### src/hw/rtl/fas_pkg.sv
// Package for the truncating single-precision adder/subtractor.
// Holds field widths, the word width, the queue depth and the front-to-back item type.
// No dependencies.
package fas_pkg;

  localparam int WordW = 32;
  localparam int SigW = 24;
  localparam int ExpW = 8;
  localparam int FracW = 23;
  localparam int QueueDepth = 2;

  // Classified item handed from the front part to the back part.
  typedef struct packed {
    logic             bypass;   // result is known without arithmetic
    logic [WordW-1:0] bypass_value;
    logic             sign_x;
    logic             sign_y;
    logic [ExpW-1:0]  exp_big;
    logic [SigW-1:0]  sig_big;    // significand of the larger-exponent operand
    logic [SigW-1:0]  sig_small;  // aligned significand of the other operand
    logic             big_is_x;
  } fas_item_t;

endpackage

### src/hw/rtl/float32_add_sub_truncating.sv
// Truncating single-precision adder/subtractor, stream interface.
// The result beat passes through the front register, the queue and the back
// register in that order before it is shown on the output.
// Throughput: one beat per cycle while m_tready holds high; fully pipelined.
// Reset (rst, synchronous, active high) empties all stages; no state is kept.
// Depends on fas_pkg, fas_front, fas_queue, fas_back.
module float32_add_sub_truncating #(
  parameter int QueueDepth = fas_pkg::QueueDepth
) (
  input  logic        clk,
  input  logic        rst,
  input  logic        s_tvalid,
  output logic        s_tready,
  // Fields from bit 0: operand_a[31:0], operand_b[63:32].
  input  logic [63:0] s_tdata,
  // Fields: operation (0 add, 1 subtract).
  input  logic        s_tuser,
  output logic        m_tvalid,
  input  logic        m_tready,
  // Fields from bit 0: result[31:0].
  output logic [31:0] m_tdata
);

  logic               f_valid, f_ready, b_valid, b_ready;
  fas_pkg::fas_item_t f_item, b_item;

  // The front part classifies each beat and aligns operands.
  fas_front u_front (
    .clk(clk), .rst(rst),
    .in_valid(s_tvalid), .in_ready(s_tready),
    .operation(s_tuser), .operand_a(s_tdata[31:0]), .operand_b(s_tdata[63:32]),
    .item_valid(f_valid), .item_ready(f_ready), .item(f_item)
  );

  // The queue lets each side stall independently.
  fas_queue #(.Depth(QueueDepth)) u_queue (
    .clk(clk), .rst(rst),
    .wr_valid(f_valid), .wr_ready(f_ready), .wr_item(f_item),
    .rd_valid(b_valid), .rd_ready(b_ready), .rd_item(b_item)
  );

  // The back part adds, normalizes and holds the result beat.
  fas_back u_back (
    .clk(clk), .rst(rst),
    .item_valid(b_valid), .item_ready(b_ready), .item(b_item),
    .out_valid(m_tvalid), .out_ready(m_tready), .result(m_tdata)
  );

endmodule

### src/hw/rtl/fas_front.sv
// Front part: takes a beat, applies the subtract, handles the zero and
// cancellation cases and aligns the smaller operand. Depends on fas_pkg.
module fas_front (
  input  logic                    clk,
  input  logic                    rst,
  input  logic                    in_valid,
  output logic                    in_ready,
  input  logic                    operation,
  input  logic [fas_pkg::WordW-1:0] operand_a,
  input  logic [fas_pkg::WordW-1:0] operand_b,
  output logic                    item_valid,
  input  logic                    item_ready,
  output fas_pkg::fas_item_t      item
);

  logic [fas_pkg::WordW-1:0] y;
  logic [fas_pkg::ExpW-1:0]  ex, ey;
  logic [fas_pkg::ExpW-1:0]  diff;
  logic [fas_pkg::SigW-1:0]  mx, my, small_sig;
  logic                      x_lt_y;
  fas_pkg::fas_item_t        cls;

  always_comb begin
    y = (operation && operand_b != '0) ? {~operand_b[31], operand_b[30:0]} : operand_b;
    ex = operand_a[30:23];
    ey = y[30:23];
    mx = {1'b1, operand_a[22:0]};
    my = {1'b1, y[22:0]};
    x_lt_y = ex < ey;
    diff = x_lt_y ? (ey - ex) : (ex - ey);
    small_sig = x_lt_y ? mx : my;
    cls.bypass = 1'b0;
    cls.bypass_value = '0;
    if (operand_a == '0) begin
      cls.bypass = 1'b1;
      cls.bypass_value = y;
    end else if (y == '0) begin
      cls.bypass = 1'b1;
      cls.bypass_value = operand_a;
    end else if ((operand_a ^ 32'h8000_0000) == y) begin
      cls.bypass = 1'b1;
      cls.bypass_value = '0;
    end
    cls.sign_x = operand_a[31];
    cls.sign_y = y[31];
    cls.exp_big = x_lt_y ? ey : ex;
    cls.sig_big = x_lt_y ? my : mx;
    // A significand is 24 bits, so any shift of 24 or more clears it.
    cls.sig_small = (diff >= 8'd24) ? '0 : (small_sig >> diff[4:0]);
    cls.big_is_x = ~x_lt_y;
  end

  // Output register with one skid entry.
  logic               full, skid_full;
  fas_pkg::fas_item_t skid;

  assign in_ready = ~skid_full;
  assign item_valid = full;

  always_ff @(posedge clk) begin
    if (rst) begin
      full <= 1'b0;
      skid_full <= 1'b0;
    end else begin
      if (!full || item_ready) begin
        if (skid_full) begin
          item <= skid;
          skid_full <= 1'b0;
          full <= 1'b1;
        end else begin
          item <= cls;
          full <= in_valid;
        end
      end else if (in_valid && in_ready) begin
        skid <= cls;
        skid_full <= 1'b1;
      end
    end
  end

endmodule

### src/hw/rtl/fas_queue.sv
// Short queue between the front and back parts.
// Depends on fas_pkg for the item type and depth.
module fas_queue #(
  parameter int Depth = fas_pkg::QueueDepth
) (
  input  logic               clk,
  input  logic               rst,
  input  logic               wr_valid,
  output logic               wr_ready,
  input  fas_pkg::fas_item_t wr_item,
  output logic               rd_valid,
  input  logic               rd_ready,
  output fas_pkg::fas_item_t rd_item
);

  localparam int PtrW = (Depth > 1) ? $clog2(Depth) : 1;

  fas_pkg::fas_item_t     mem [Depth];
  logic [PtrW-1:0]        wr_ptr, rd_ptr;
  logic [$clog2(Depth+1)-1:0] count;
  logic                   push, pop;

  assign wr_ready = count != Depth[$clog2(Depth+1)-1:0];
  assign rd_valid = count != '0;
  assign rd_item = mem[rd_ptr];
  assign push = wr_valid && wr_ready;
  assign pop = rd_valid && rd_ready;

  always_ff @(posedge clk) begin
    if (push) begin
      mem[wr_ptr] <= wr_item;
    end
  end

  always_ff @(posedge clk) begin
    if (rst) begin
      wr_ptr <= '0;
      rd_ptr <= '0;
      count <= '0;
    end else begin
      if (push) begin
        wr_ptr <= (wr_ptr == PtrW'(Depth - 1)) ? '0 : wr_ptr + 1'b1;
      end
      if (pop) begin
        rd_ptr <= (rd_ptr == PtrW'(Depth - 1)) ? '0 : rd_ptr + 1'b1;
      end
      count <= count + (push ? 1'b1 : 1'b0) - (pop ? 1'b1 : 1'b0);
    end
  end

endmodule

### src/hw/rtl/fas_back.sv
// Back part: signed add, magnitude, leading-one normalization, packing,
// or the bypass value. Depends on fas_pkg.
module fas_back (
  input  logic                      clk,
  input  logic                      rst,
  input  logic                      item_valid,
  output logic                      item_ready,
  input  fas_pkg::fas_item_t        item,
  output logic                      out_valid,
  input  logic                      out_ready,
  output logic [fas_pkg::WordW-1:0] result
);

  logic [25:0] sx, sy, sum, mag;
  logic        sgn;
  logic [4:0]  pos;
  logic [7:0]  e;
  logic [25:0] norm;
  logic [fas_pkg::WordW-1:0] packed_res;

  always_comb begin
    sx = item.big_is_x ? {2'b0, item.sig_big} : {2'b0, item.sig_small};
    sy = item.big_is_x ? {2'b0, item.sig_small} : {2'b0, item.sig_big};
    if (item.sign_x) sx = -sx;
    if (item.sign_y) sy = -sy;
    sum = sx + sy;
    sgn = sum[25];
    mag = sgn ? -sum : sum;
    // Magnitude is below 2^25; zero keeps position 23.
    pos = 5'd23;
    for (int i = 0; i < 25; i++) begin
      if (mag[i]) pos = 5'(i);
    end
    if (pos == 5'd24) begin
      norm = mag >> 1;
      e = item.exp_big + 8'd1;
    end else begin
      norm = mag << (5'd23 - pos);
      e = item.exp_big - 8'(5'd23 - pos);
    end
    packed_res = item.bypass ? item.bypass_value : {sgn, e, norm[22:0]};
  end

  assign item_ready = !out_valid || out_ready;

  always_ff @(posedge clk) begin
    if (rst) begin
      out_valid <= 1'b0;
    end else if (item_ready) begin
      out_valid <= item_valid;
      result <= packed_res;
    end
  end

endmodule

### config.mk
export PLATFORM = sky130hd
export DESIGN_NAME = float32_add_sub_truncating
export DESIGN_NICKNAME = d
export VERILOG_FILES = /design/src/hw/rtl/fas_pkg.sv /design/src/hw/rtl/float32_add_sub_truncating.sv /design/src/hw/rtl/fas_front.sv /design/src/hw/rtl/fas_queue.sv /design/src/hw/rtl/fas_back.sv
export SDC_FILE = /design/constraint.sdc
export NUM_CORES = 1
export LEC_CHECK = 0
export ABC_AREA = 1
export BUFFER_PORTS_ARGS = -buffer_cell sky130_fd_sc_hd__buf_2
export CORE_UTILIZATION = 55
export CTS_BUF_LIST = sky130_fd_sc_hd__clkbuf_16
export CTS_CLUSTER_DIAMETER = 150
export DETAILED_ROUTE_END_ITERATION = 8
export PLACE_DENSITY = 0.8
export REMOVE_ABC_BUFFERS = 1
export SKIP_CTS_REPAIR_TIMING = 1
export SYNTH_ARGS = -nofsm -noshare
export SYNTH_HDL_FRONTEND = slang
export SYNTH_SLANG_ARGS = --single-unit
### constraint.sdc
create_clock -name clk -period 10.65 [get_ports clk]
set_input_delay 1.065 -clock clk [delete_from_list [all_inputs] [get_ports clk]]
set_output_delay 1.065 -clock clk [all_outputs]
set_load 0.005 [all_outputs]
# After elaboration in Yosys (flattened, before gate mapping)
# Memory sizes are Yosys's and may differ from the RTL's. A register that Yosys moved wholly into a read port is not among the register bits.
# Cells that the tools add are included.
[word_totals]
ff_bits = 223
mem_bits_rw = 184
inputBits = 69
out_inout_bits = 34
word_cells = 119
memories = 1
[mem_list]
columns = ["name", "words", "word_bits", "read_ports", "rd_clocked_by_memory_dff", "write_ports", "line_no", "rtl"]
rows = [
  ["u_queue.mem", 2, 92, 1, 1, 1, "fas_queue.sv:18", "fas_pkg::fas_item_t mem [Depth];"],
]
[op_classes]
n_addsub = 14
n_lt_le_gt_ge = 2
eq_ne = 3
shifts = 2
muxes = 52
n_bitwise = 6
n_reduce_logical = 16
[op_table]
columns = ["operator", "n"]
rows = [
  ["$mux 5", 25],
  ["$mux 33", 3],
  ["$mux 92", 1],
  ["$mux 26", 3],
  ["$neg 26->26", 3],
  ["$mux 24", 3],
  ["$mux 23", 3],
  ["$logic_not 32->1", 2],
  ["$mux 32", 2],
  ["$eq 32x32->1", 1],
  ["$reduce_bool 32->1", 1],
  ["$add 26x26->26", 1],
  ["$shl 26x5->23", 1],
  ["$mux 8", 3],
  ["$shr 24x5->24", 1],
  ["$sub 8x8->8", 3],
  ["$mux 1", 9],
  ["$add 8x1->8 const B", 1],
  ["$ge 8x5->1 const B", 1],
  ["$lt 8x8->1", 1],
  ["$not 1->1", 6],
  ["$sub 5x5->6 const A", 1],
  ["$eq 5x5->1 const B", 1],
  ["$sub 5x5->5 const A", 1],
  ["other kinds (11)", 18],
]

# Longest topological paths before layout
# Gate-level depths: netlist of run 1.
[logic_depth]
word_depth = 35
depth_mapped = 75
ltp_nobuf = 72

# Modules after synthesis
# A second synthesis of run 1 with hierarchy kept.
[hier_totals]
cells_unflattened = 2880
hier_area_um2 = 25164.1
[by_module_without_submodules]
columns = ["module", "n_inst", "cells_each", "area_per_inst_um2", "seq_area_each_um2"]
rows = [
  ["fas_front", 1, 1267, 10567.6, 5505.3],
  ["fas_back", 1, 1291, 7323.3, 980.9],
  ["fas_queue", 1, 322, 7273.2, 5625.4],
]

# Worst setup path after synthesis of run 1
# Ideal clock, no wire load.
[synth_path]
path_type = "register to register"
startpoint = "reg with a tool-made name"
endpoint = "reg u_back.result[30] (netlist bit), data pin"
t_arrival_ps = 7678
setup_slack_ps = 2703
path_stages_with_launch = 71
period_less_slack_ps = 7947
path_cell_list = "dfxtp_1 > buf_6 > nand2_4 > nand2_4 > buf_6 > nand2_1 > nand2_2 > ha_1 > nand2_1 > nor3_1 > nand4_1 > nor3_1 > nand3_1 > nor3b_1 > nand3_1 > nor2_1 > a31oi_1 > xnor2_1 > (+35 left out) > ha_1 > nand4_2 > buf_6 > o21ai_0 > nor2_1 > ha_1 > nand2_1 > nor2_1 > a211oi_1 > inv_1 > a21oi_1 > o21ai_0 > and2_1 > o21ai_0 > nand2_1 > xor2_1 > xnor2_1 > o21ai_0"
[synth_lines]
columns = ["element", "line_no", "rtl"]
rows = [
  ["end signal, assigned", "fas_back.sv:51", "result <= packed_res;"],
  ["end, declared", "fas_back.sv:11", "output logic [fas_pkg::WordW-1:0] result"],
]

==> summary.md, run 1 <==
| Metric | Value |
|---|---|
| Status | `finished clean` |
| Inst Count DP | `around 3500` |
| Max transition margin | `22.7%` |
| Seq/Total Area, Yosys | `49.8%` |
| Setup_tns | `0 ns` |
| Synth Cell Area | `0.0242 mm2` |
| Worst EP required | `10.95 ns` |
| Max Slew Vio Count | `0` |
| Number of synthesized register bits | `about 400` |
| Die ar. | `0.0448 mm2` |
| Mean Syn Cell Area | `8.26 um2` |
| CP max FO | `40` |
| Crit path kind | `register to register` |
| # DRC | `0` |
| I/O Buffers | `102` |
| Worst-Skew Late Latency | `0.59 ns` |
| P&R area growth vs syn | `9.03%` |
| Async SR Flop Fraction | `0%` |
| DR pass1 iterations | `6` |
| Synth warn | `0` |
| Initial Util | `56.0%` |
| RSZ-0062 raised after global routing | `false` |
| Most common cell after layout, fill and taps aside | `nand2_1` |
| Pre-CTS setup slack | `0.463 ns` |
| Initial DRC count | `roughly 2100` |
| Root Driver | `clkbuf_16` |
| FF-to-FF End | `u_back.result[30]$_DFFE_PP_` |
| Reg clk slew, reported paths | `0.06 ns` |
| Setup ws final | `1.01 ns` |
| Routed vias | `20200` |
| Vias in the first global route | `around 19000` |
| Cell count after synthesis | `2926` |
| Final std cells w/o fill | `3592` |
| Slowest CP cell | `dfxtp_4` |
| Drt total wl | `between 60000 and 70000 um` |
| R2r worst-path depth | `just over 60` |
| Max Clock Freq | `104 MHz` |
| Period minus WS final | `9.64 ns` |
| Most frequent cells in the layout | `nand2_1 (1058), edfxtp_1 (396), inv_1 (307), o21ai_0 (214), nor2_1 (179)` |
| H-tree levels | `2` |
| Post-route clock period utilization | `90.5%` |
| Clock buffer count from CTS | `40` |
| Max Cap Violations | `0` |
| CP endpoint kind | `register` |
| First-pass GRT wire length | `102000 um` |
| Die height | `212 um` |
| GRT Overall Usage | `29.2%` |
| Synth top area share | `between 40 and 50%` |
| EDFF count, synth | `a little under 400` |
| Drt via density | `5.62` |
| Nets@finish | `3106` |
| Top FF cell, synth | `edfxtp_1` |
| Share of cells above drive strength 1 | `8.79%` |
| Worst EP arrival | `9.94 ns` |
| Worst slew pin tran | `1.16 ns` |
| Initial antenna violation count | `2` |
| Clock Path Buffers | `3` |
| Yosys top cell by area | `edfxtp_1` |
| Critical path's most frequent cell | `nand2_1` |
| Critical Path Sink | `u_back.result[30]$_DFFE_PP_` |
| Cell variety after synth | `60` |
| Total grt overflow | `0` |
| Placeable Area | `0.0432 mm2` |
| Chip Width | `about 210 um` |
| Synth top area cells | `edfxtp_1 (49%), nand2_1 (16%), inv_1 (4.6%)` |
| Final setup fails | `0` |
| Antenna-violating nets left | `0` |
| R2R Setup Slk | `1.01 ns` |
| Crit start category | `register` |
| Critical Path Max Stage Delay | `0.53 ns` |
| Cell Rows | `76` |
| CTS tree | `done` |
| Global placer's final weighted congestion | `0.967` |
| Final design utilization | `61.1%` |
| Final Hold Violating Endpoints | `0` |
| Layout Skew | `0.0432 ns` |
| Hold Path Class | `register to register` |
| Largest net degree at the start of global routing | `100` |
| DR WL/cell | `18.1 um` |
| I/O pin total | `103` |
| Clk sink count | `404` |
| DPL Wire Length | `47400 um` |
[cells by family after synthesis]
logic type | after synthesis | synth area share [%]
AOI/OAI and AO/OA | 398 | 8.99
xor gates and xnor gates | 120 | 4.49
adders and majority gates | 60 | 3.23
buffers and inverters | 429 | 7.58
DFF | 404 | 49.8
muxes | 9 | 0.373
and+or+nand+nor | 1506 | 25.5
[sequential cells by signal (all words and copies together), names as in the netlist, named ones only]
| name | count |
|---|---|
| u_queue.mem | 182 |
| u_queue.wr_ptr | 1 |
| u_back.result | 32 |
| u_front.item | 91 |
| u_queue.count | 2 |
| u_queue.rd_ptr | 1 |
| u_front.skid_full | 1 |
| u_front.skid | 91 |
| u_back.out_valid | 1 |
| u_front.item_valid | 1 |
[metrics by stage]
step	hold slack [ns]	area, um2
final	0.445	26400
after global routing	0.457	26400
after CTS	0.441	26300
after detailed placement	0.433	25000
after global placement	0.424	25000
after floorplan	0.421	23500
[worst max-delay path: cells and delay by family, from the launching register on]
family	cells	cell delay [ns]
adders and majority gates	3	0.95
buffers and inverters	4	0.65
and+or+nand+nor	42	4.94
xor gates and xnor gates	4	0.75
DFF	1	0.53
AOI/OAI and AO/OA	9	1.53
[final cells by class]
type	count	area, um2
Antenna cell	2	5.00
Clock buffer	40	1000
Clock inverter	30	277
Fill cell	3634	16800
Inverter	307	1150
Multi-Input combinational cell	2093	10400
Sequential cell	404	12100
Tap cell	585	732
Timing Repair Buffer	131	749
[per-layer routing]
metal  up-vias  wire, um  global-route usage [%]
met5         -         0                       0
met4         0      2020                    9.95
met3       129      4810                    3.35
met2       950     30800                    48.1
met1      9382     27500                    40.1
li1       9714         -                       -
[synthesized netlist by cell type, drive strengths merged, types with 2 or more instances]
cell type  instances
clkinv             3
o21bai             2
o31ai              2
fa                 4
inv              304
nor4              20
o211ai            14
xnor2             26
ha                56
a32oi              8
nor2             188
dfxtp              8
nand3b             2
buf               56
a21oi             94
a221oi             3
xor2              94
o311ai             2
nand4             22
o22ai              6
edfxtp           396
nand2           1087
clkbuf            65
nand3            150
and2               2
a211oi             4
or2               13
a31oi             13
nor3              21
a21boi             3
o21ai            242
mux2i              9
[worst min-delay path by stage]
stage | to | slack (ns) | start | cells past startpoint
2_1_floorplan | u_queue.mem[0][0]$_DFFE_PP_ | 0.42 | u_front.item[0]$_DFFE_PP_ | 0
3_3_place_gp | u_queue.mem[0][90]$_DFFE_PP_ | 0.42 | u_front.item[91]$_DFFE_PP_ | 0
3_5_place_dp | u_queue.mem[0][70]$_DFFE_PP_ | 0.43 | u_front.item[71]$_DFFE_PP_ | 0
4_1_cts | u_queue.mem[1][63]$_DFFE_PP_ | 0.44 | u_front.item[64]$_DFFE_PP_ | 0
5_1_grt | u_queue.mem[0][63]$_DFFE_PP_ | 0.46 | u_front.item[64]$_DFFE_PP_ | 0
6_report | u_queue.mem[1][63]$_DFFE_PP_ | 0.44 | u_front.item[64]$_DFFE_PP_ | 0
Power of run 1 is left out: the tool's default activity adds up to more than one toggle a clock period on the data nets, which glitch-free logic cannot reach.
==> inputs of run 2 (changes only) <==
==> constraint.sdc (replaced) <==
create_clock -name clk -period 11.2 [get_ports clk]
set_input_delay 1.12 -clock clk [delete_from_list [all_inputs] [get_ports clk]]
set_output_delay 1.12 -clock clk [all_outputs]
set_load 0.005 [all_outputs]
==> run 2 against run 1 <==
  * Wire length decreased by 0.10%
  * Core utilization decreased by 0.34 points
  * Fmax decreased by 1.5%
  * Global-route usage about the same
==> summary.md, run 2 (synthesis results as in run 1) <==
| Metric | Value |
|---|---|
| Status | `finished clean (unchanged)` |
| CTS tree | `done (unchanged)` |
| Drt total wl | `65000 um (was 65100 um)` |
| DR pass1 iterations | `8 (was 6)` |
| Die height | `212 um (unchanged)` |
| Worst EP arrival | `10.09 ns (was 9.94 ns)` |
| Most common cell after layout, fill and taps aside | `nand2_1 (unchanged)` |
| R2R Setup Slk | `1.42 ns (was 1.01 ns)` |
| Clock Path Buffers | `3 (unchanged)` |
| Chip Width | `212 um (unchanged)` |
| Critical path's most frequent cell | `nand2_1 (unchanged)` |
| Share of cells above drive strength 1 | `8.60% (was 8.79%)` |
| Max reg flops | `182 (unchanged)` |
| Max Cap Violations | `0 (unchanged)` |
| P&R area growth vs syn | `8.42% (was 9.03%)` |
| Hold endpoint | `u_queue.mem[0][16]$_DFFE_PP_ (was u_queue.mem[1][63]$_DFFE_PP_)` |
| Root Driver | `clkbuf_16 (unchanged)` |
| Worst slew pin tran | `1.09 ns (was 1.16 ns)` |
| Reg clk slew, reported paths | `0.06 ns (about the same)` |
| Final std cells w/o fill | `3586 (was 3592)` |
| Critical Path Max Stage Delay | `0.44 ns (was 0.53 ns)` |
| I/O Buffers | `102 (unchanged)` |
| Slowest CP cell | `nand2_4 (was dfxtp_4)` |
| Antenna-violating nets left | `0 (unchanged)` |
| Final Hold Violating Endpoints | `0 (unchanged)` |
| Largest net degree at the start of global routing | `100 (unchanged)` |
| Total grt overflow | `0 (unchanged)` |
| Initial Util | `56.0% (unchanged)` |
| Max transition margin | `27.6% (was 22.7%)` |
| Worst hold stages | `0 (unchanged)` |
| H-tree levels | `2 (unchanged)` |
| First-pass GRT wire length | `101000 um (was 102000 um)` |
| Hold Path Class | `register to register (unchanged)` |
| Max Slew Vio Count | `0 (unchanged)` |
| N_diodes | `0 (was 2)` |
| Initial DRC count | `2380 (was 2148)` |
| Largest regs | `u_queue.mem (182), u_front.item (91), u_front.skid (91) (unchanged)` |
| Placeable Area | `0.0432 mm2 (unchanged)` |
| Clk sink count | `404 (unchanged)` |
| Worst EP required | `11.51 ns (was 10.95 ns)` |
| Largest register by flop count | `u_queue.mem (unchanged)` |
| Clock buffer count from CTS | `39 (was 40)` |
| Drt via density | `5.55 (was 5.62)` |
| # DRC | `0 (unchanged)` |
| Crit path kind | `register to register (unchanged)` |
| DR WL/cell | `18.1 um (about the same)` |
| Worst-Skew Late Latency | `0.58 ns (was 0.59 ns)` |
| RSZ-0062 raised after global routing | `false (unchanged)` |
| Die ar. | `0.0448 mm2 (unchanged)` |
| FF-to-FF End | `u_back.result[30]$_DFFE_PP_ (unchanged)` |
| Max Clock Freq | `102 MHz (was 104 MHz)` |
| Layout Skew | `0.0408 ns (was 0.0432 ns)` |
| Hold_sp | `u_front.item[16]$_DFFE_PP_ (was u_front.item[64]$_DFFE_PP_)` |
| Vias in the first global route | `18700 (was 18900)` |
| Inst Count DP | `3516 (was 3519)` |
| Initial antenna violation count | `0 (was 2)` |
| Cell Rows | `76 (unchanged)` |
| Period minus WS final | `9.78 ns (was 9.64 ns)` |
| CP endpoint kind | `register (unchanged)` |
| GRT Overall Usage | `29.2% (about the same)` |
| Crit start category | `register (unchanged)` |
| Routed vias | `19900 (was 20200)` |
| Nets@finish | `3101 (was 3106)` |
| Final setup fails | `0 (unchanged)` |
| I/O pin total | `103 (unchanged)` |
| R2r worst-path depth | `62 (unchanged)` |
| CP max FO | `63 (was 40)` |
| Global placer's final weighted congestion | `0.975 (was 0.967)` |
| DPL Wire Length | `47600 um (was 47400 um)` |
| Post-route clock period utilization | `87.3% (was 90.5%)` |
| Most frequent cells in the layout | `nand2_1 (1058), edfxtp_1 (396), inv_1 (307), o21ai_0 (214), nor2_1 (179) (unchanged)` |
-- run 2: critical path, delay by kind of cell, from the launching register on --
kind                     cells  cell delay (ns)
AND/OR/NAND/NOR             40             5.03
flip-flops                   1             0.36
AO/OA/AOI/OAI               10             1.66
XOR/XNOR                     4             0.83
buffers and inverters        4             0.58
adder cells (fa/ha/maj)      4             1.08
-- run 2: worst max-delay path by stage --
stage / startpoint / endpoint / slack [ns] / cells past startpoint
after global placement: register / u_back.result[30]$_DFFE_PP_ / 1.84 / 70
after global routing: register / u_back.result[30]$_DFFE_PP_ / 0.36 / 70
final: register / u_back.result[30]$_DFFE_PP_ / 1.42 / 62
after detailed placement: register / u_back.result[30]$_DFFE_PP_ / 1.59 / 67
after CTS: register / u_back.result[30]$_DFFE_PP_ / 1.54 / 67
after floorplan: register / u_back.result[30]$_DFFE_PP_ / -0.69 / 48
-- run 2: routing by layer --
layer / vias up / part of all wire [%] / global-route usage [%]
met4: 0 / 3.6 / 11.3
met2: 906 / 47 / 47.9
li1: 9703 / - / -
met5: - / 0 / 0
met3: 139 / 6.8 / 3.38
met1: 9163 / 42 / 39.7
-- run 2: final cells by class --
type                            instances  area (um2)
Fill cell                            3674       17000
Sequential cell                       404       12100
Multi-Input combinational cell       2093       10300
Inverter                              307        1150
Clock buffer                           39         976
Tap cell                              585         732
Timing Repair Buffer                  127         698
Clock inverter                         31         251
-- run 2: stage by stage --
stage | util (%) | area, um2 | hold WS, ns | setup slack [ns] | setup TNS [ns]
after detailed placement | 57.9 | 25000 | 0.430 | 1.59 | 0
after CTS | 60.7 | 26200 | 0.439 | 1.54 | 0
after global placement | 57.9 | 25000 | 0.427 | 1.84 | 0
after floorplan | - | 23500 | 0.421 | -0.692 | -1.23
after global routing | 60.7 | 26200 | 0.443 | 0.358 | 0
final | 60.7 | 26200 | 0.440 | 1.42 | 0
Power of run 2 is left out for the same reason.
